[src/hdl/ackt_fifo.sv]
`default_nettype none
module ackt_fifo #(
    parameter int WIDTH = 8,
    parameter int DEPTH = 2
) (
    input  wire logic             clk,
    input  wire logic             rst_n,
    input  wire logic             push,
    input  wire logic [WIDTH-1:0] wdata,
    output logic                  full,
    input  wire logic             pop,
    output logic      [WIDTH-1:0] rdata,
    output logic                  empty
);

    localparam int PW = (DEPTH > 1) ? $clog2(DEPTH) : 1;
    localparam int CW = $clog2(DEPTH + 1);

    logic [WIDTH-1:0] mem_reg [DEPTH];
    logic [PW-1:0]    wr_ptr_reg;
    logic [PW-1:0]    rd_ptr_reg;
    logic [CW-1:0]    count_reg;
    logic             do_push;
    logic             do_pop;

    function automatic logic [PW-1:0] bump(input logic [PW-1:0] p);
        return (p == PW'(DEPTH - 1)) ? '0 : PW'(p + 1'b1);
    endfunction

    assign full    = (count_reg == CW'(DEPTH));
    assign empty   = (count_reg == '0);
    assign rdata   = mem_reg[rd_ptr_reg];
    assign do_push = push && !full;
    assign do_pop  = pop && !empty;

    always_ff @(posedge clk)
    begin
        if (do_push)
        begin
            mem_reg[wr_ptr_reg] <= wdata;
        end
    end

    always_ff @(posedge clk or negedge rst_n)
    begin
        if (!rst_n)
        begin
            wr_ptr_reg <= '0;
            rd_ptr_reg <= '0;
            count_reg  <= '0;
        end
        else
        begin
            if (do_push)
            begin
                wr_ptr_reg <= bump(wr_ptr_reg);
            end
            if (do_pop)
            begin
                rd_ptr_reg <= bump(rd_ptr_reg);
            end
            if (do_push && !do_pop)
            begin
                count_reg <= count_reg + 1'b1;
            end
            else if (do_pop && !do_push)
            begin
                count_reg <= count_reg - 1'b1;
            end
        end
    end

endmodule
`default_nettype wire

[config.mk]
export PLATFORM = sky130hd
export DESIGN_NAME = ackt_fifo
export DESIGN_NICKNAME = d
export VERILOG_FILES = /design/src/hdl/ackt_fifo.sv
export SDC_FILE = /design/constraint.sdc
export NUM_CORES = 1
export LEC_CHECK = 0
export ABC_AREA = 1
export BUFFER_PORTS_ARGS = -buffer_cell sky130_fd_sc_hd__buf_2
export CORE_MARGIN = 1.5
export CORE_UTILIZATION = 53
export CTS_CLUSTER_DIAMETER = 40
export DETAILED_ROUTE_END_ITERATION = 16
export PLACE_DENSITY = 0.84
export SETUP_SLACK_MARGIN = 0.4
export SYNTH_ARGS = -nofsm -noshare
export SYNTH_HDL_FRONTEND = slang
export SYNTH_SLANG_ARGS = --single-unit
[constraint.sdc]
create_clock -name clk -period 2.8 [get_ports clk]
set_input_delay 0.56 -clock clk [delete_from_list [all_inputs] [get_ports clk]]
set_output_delay 0.56 -clock clk [all_outputs]
set_load 0.05 [all_outputs]
Word-level counts from Yosys, hierarchy flattened. Memories as Yosys holds them, arrays and structs flattened. Cells that the tools add are included.

Bits in registers: 4. Bits in writable memories: 16. Output and inout bits: 10. Word-level logic and storage cells: 25. Memories kept: 1.

Memories: mem_reg (words 2, width 8, read ports 1, clocked after memory_dff 0, wr ports 1, line 19) `logic [WIDTH-1:0] mem_reg [DEPTH];`.

Add/subtract/negate cells: 4. Eq/ne operators: 1. Multiplexer cells: 6. Reduce and logical (&&, ||, !) cells: 10.

Operators by type and width (number): $logic_and A1 B1 Y1 (4); $logic_not A1 Y1 (4); $mux W1 (4); $mux W2 (2); $add A1 B1 Y1 const B (2); $add A2 B1 Y2 const B (1); $eq A2 B2 Y1 const B (1); $logic_not A2 Y1 (1); $reduce_bool A2 Y1 (1); $sub A2 B1 Y2 const B (1).

Depth between registers and ports, before layout.
Depth after elaboration: 7. Gate-level depth with buffers: 9. Depth with buffers taken out: 9.

Worst setup path before layout. Ideal clock, no wire load.

Path kind: register to output. Start point: reg count_reg[0]. End point: out empty. Arrival: 1.107 ns. Data required time: 2.240 ns. Slack: 1.133 ns. Cell stages (with the launch flop): 2. Path buffers: 0. Path through: dfrtp_1 -> nor2_1.

Longest elaborated chain between the ends: 1.

RTL lines: start, declared (line 22) `logic [CW-1:0] count_reg;`; start signal, assigned (line 64) `count_reg <= count_reg + 1'b1;`; start signal, assigned (line 68) `count_reg <= count_reg - 1'b1;`; $logic_not A2 Y1 (line 31) `assign empty = (count_reg == '0);`; end, declared (line 13) `output logic empty`.

No other way between the ends.

Worst setup path in the final report.
Start point: reg rd_ptr_reg. End point: out rdata[5].

Longest elaborated chain between the ends: 1.

RTL lines: start, declared (line 21) `logic [PW-1:0] rd_ptr_reg;`; start signal, assigned (line 60) `rd_ptr_reg <= bump(rd_ptr_reg);`; $mem_v2 Z2 W8; end, declared (line 12) `output logic [WIDTH-1:0] rdata,`.

No other way between the ends.

==> results.txt <==
Length of routed wiring on met1: 609 µm. Worst supply voltage drop on vdd: 0.7910 mV. The tools report the worst setup path endpoint as rdata[5].

For the post-route total power, the log shows 0.001284 W. After legalization and detailed placement, the total HPWL measured 1102 µm. The number of antenna violations at the first check in global routing is 0, and the maximum level of the CTS H-tree is 1. Synthesis inferred 20 register bits. The tools report the leakage power total as 0.4726 nW. The logs give 0 for the setup violation total in the final timing report and 20 for the number of clock sinks seen by CTS. The distinct cell type count of the synthesized netlist was 14; the setup skew after layout was 0.004597 ns.

The flow ran to the end, and the final reports show no timing, DRC or antenna violations. The category of the most critical setup path was reg2out. The run gives 0 as the number of buffers inserted for hold repair after clock tree synthesis. The worst min-delay path category was in2async.

The congestion estimate from routability-driven global placement came to 0.7582. Share of synthesized area occupied by flip-flops and latches: 71.72%. The worst reg-to-reg setup slack was 1.30 ns; the final hold violation count was 0.

The mean post-synth cell area works out to 11.09 µm². The destination of the worst register-to-register timing path is mem_reg[1][6]$_DFFE_PP_. Of the post-synthesis cell area, the dominant cell type holds 59.35%. The core region is 1366 µm². In the final routed layout, each cell accounts on average for 12.80 µm.

The flip-flop count of the largest register after layout was 16; the overall die area was 1771 µm². The detailed router finished its first iteration with 26 violations. Counting the fill cells in the layout gives 109.

The buffer type at the clock tree root is clkbuf_4. Counting cells, the worst reg-to-reg path comes to 2. The quantity of I/O buffers inserted on ports works out to 21. STA classifies the critical path endpoint as an output pin.

The remaining routing DRC violations was 0; the arrival time at the worst endpoint was 1.41 ns. During I/O placement, the number of pins put on the boundary was 22. The tools report the aggregate routed wire length as 1434 µm. The critical path starts at rd_ptr_reg$_DFFE_PN0P_. For the detailed route wirelength on metal2, the log shows 730 µm.

The iteration count of the initial detailed-routing pass was 4. The vertical die dimension was 42.08 µm. The post-CTS resize count is 0, and the mux contribution to synthesized area is 0%. The initial utilization of the core area, before any placement, comes to 59.25%.

The synthesized netlist devotes 1.236% of its cell area to compound gates. The topmost layer with routed signal wires was met4. The buffers inserted during post-CTS setup optimization was 0; the required time of the critical path was 2.24 ns. In the detailed route, the total length drawn on met3 is 79 µm.

Relative to the synthesized area, the layout overhead comes to 21.17%. Dividing the detail-routed via count by the number of cells gives 4.991. The antenna diode count was 0; the synthesized-area fraction occupied by xor and xnor cells was 1.082%. From left edge to right edge, the die measures 42.08 µm. The shortest clock period the worst path allows after layout is 1.966 ns, and the maximum fanout encountered on the critical timing path is 10. Of all cell types, the one taking the most synthesized area is edfxtp_1. At the later pin of the worst-skew pair, clock insertion delay measures 0.30 ns. TritonCTS built the clock tree. In this run the core area contains 13 standard-cell rows.

The wire length of the first global-routing pass is 2525 µm. In this run the cell area of the synthesized design comes to 809.5 µm². The max-slew violation count was 0.

Dividing the final minimum period by the clock period gives 70.21%. The area fraction in and, or, nand and nor cells after synthesis works out to 20.09%. The post-synthesis share of cell area spent on full adders, half adders and majority gates came out at 1.546%. Via count of the first global-routing pass: 551. The worst setup path is launched from a flop. Timing would allow up to 0.5087 GHz. After global routing the overflow that remains totals 0.

The post-layout worst setup margin was 0.8341 ns; the slew at the pin with the worst max-slew slack was 0.6312 ns. The library cells used most frequently in the layout, excluding fill and tap cells, are nand2_1 (33), buf_2 (21), edfxtp_1 (16), inv_1 (7), dfrtp_1 (4). During synthesis, Yosys emitted a total of 0 warnings.

In the global route stage, overall resource usage came out at 19.96%. The largest net degree at the start of global routing is 13. Synthesis produced a netlist with a net count of 86. The origin of the critical flop-to-flop path is count_reg[0]$_DFFE_PN0P_. The main combinational cell family by area after synthesis was simple AND/OR/NAND/NOR gates. The tools report the total number of vias as 559. Clock-pin slew was measured on the worst setup and hold paths at 0.11 ns. Clock tree buffer depth: 2. The post-placement setup slack was 1.162 ns. The run gives 0 ns as the summed negative setup slack over all endpoints.

Across the whole layout, storage elements account for 580.6 µm². Setup repair after global routing left no endpoint under its margin. Summing all multi-input logic gate instances after layout gives 193.9 µm². The tools report the final-stage net count as 111. Max-cap violations in this run came to 0. Once detail routing completed, the nets flagged for antenna violations numbered 0. Dividing total power by cell area gives a power density of 1309 nW/µm². The number of standard cells after synthesis was 73. After synthesis, the cell types taking the most area are edfxtp_1 (59%), nand2_1 (15%), dfrtp_1 (12%). The fraction of final layout cells sized beyond drive strength 1 was 28.87%; the number of clock buffers inserted by TritonCTS was 3. Remaining max-slew budget at the tightest pin: 57.77%. Leaving out fill and tap cells, the most frequent cell in the layout is nand2_1.
-- worst max-delay path, cell delays in order, from the launching register on --
cell and delay (ns):
dfrtp_1 0.51, inv_2 0.19, nand2_1 0.07, nand2_1 0.06, buf_2 0.27
-- metal layers --
layer / up-vias / global-route usage, %
li1: 283 / -
met1: 248 / 25.59
met2: 26 / 32.81
met3: 2 / 3.879
met4: 0 / 9.375
met5: - / 0
-- Yosys cell counts --
| cell type | count |
|---|---|
| nor2_1 | 2 |
| o21ai_0 | 2 |
| nor2_2 | 2 |
| buf_2 | 1 |
| xnor2_1 | 1 |
| inv_2 | 1 |
| dfrtp_1 | 4 |
| inv_1 | 7 |
| nand4_1 | 1 |
| nand3_1 | 1 |
| nand2_1 | 33 |
| ha_1 | 1 |
| nand3b_1 | 1 |
| edfxtp_1 | 16 |
-- report_power, final --
part	switching (W)	internal, W	total, W
clock	0.0000878	0.000145	0.000232
combinational	0.000445	0.000133	0.000578
sequential	0.0000604	0.000413	0.000474
total	0.000593	0.000691	0.00128
-- stage by stage --
| step | cell area, µm² | hold WS [ns] | cells | utilization, % |
|---|---|---|---|---|
| global route | 980.9 | 0.03151 | 112 | 71.79 |
| detailed placement | 928.4 | 0.3757 | 108 | 67.95 |
| CTS | 980.9 | 0.04432 | 112 | 71.79 |
| floorplan | 809.5 | 0.2644 | 73 | - |
| global placement | 928.4 | 0.3732 | 108 | 67.95 |
| finish | 980.9 | 0.04449 | 112 | 71.79 |
-- cell type report --
class	instances	share of cell area, %
Clock buffer	3	2.296
Clock inverter	1	3.061
Inverter	8	3.061
Multi-Input combinational cell	44	19.77
Sequential cell	20	59.18
Tap cell	15	1.913
Timing Repair Buffer	21	10.71
-- cell families after synthesis --
kind of cell / Yosys count
xor gates and xnor gates: 1
adders and majority gates: 1
buffers and inverters: 9
and+or+nand+nor: 40
AOI/OAI and AO/OA: 2
DFF: 20
-- worst min-delay path by stage --
stage	depth (start not counted)	endpoint	slack [ns]	startpoint
after floorplan	0	count_reg[0]$_DFFE_PN0P_	0.26	rst_n
after global routing	1	wr_ptr_reg$_DFFE_PN0N_	0.03	rst_n
final	1	wr_ptr_reg$_DFFE_PN0N_	0.04	rst_n
after CTS	1	count_reg[0]$_DFFE_PN0P_	0.04	rst_n
after global placement	1	count_reg[0]$_DFFE_PN0P_	0.37	rst_n
after detailed placement	1	count_reg[0]$_DFFE_PN0P_	0.38	rst_n
Note: power is estimated with default switching activity, not from simulation.
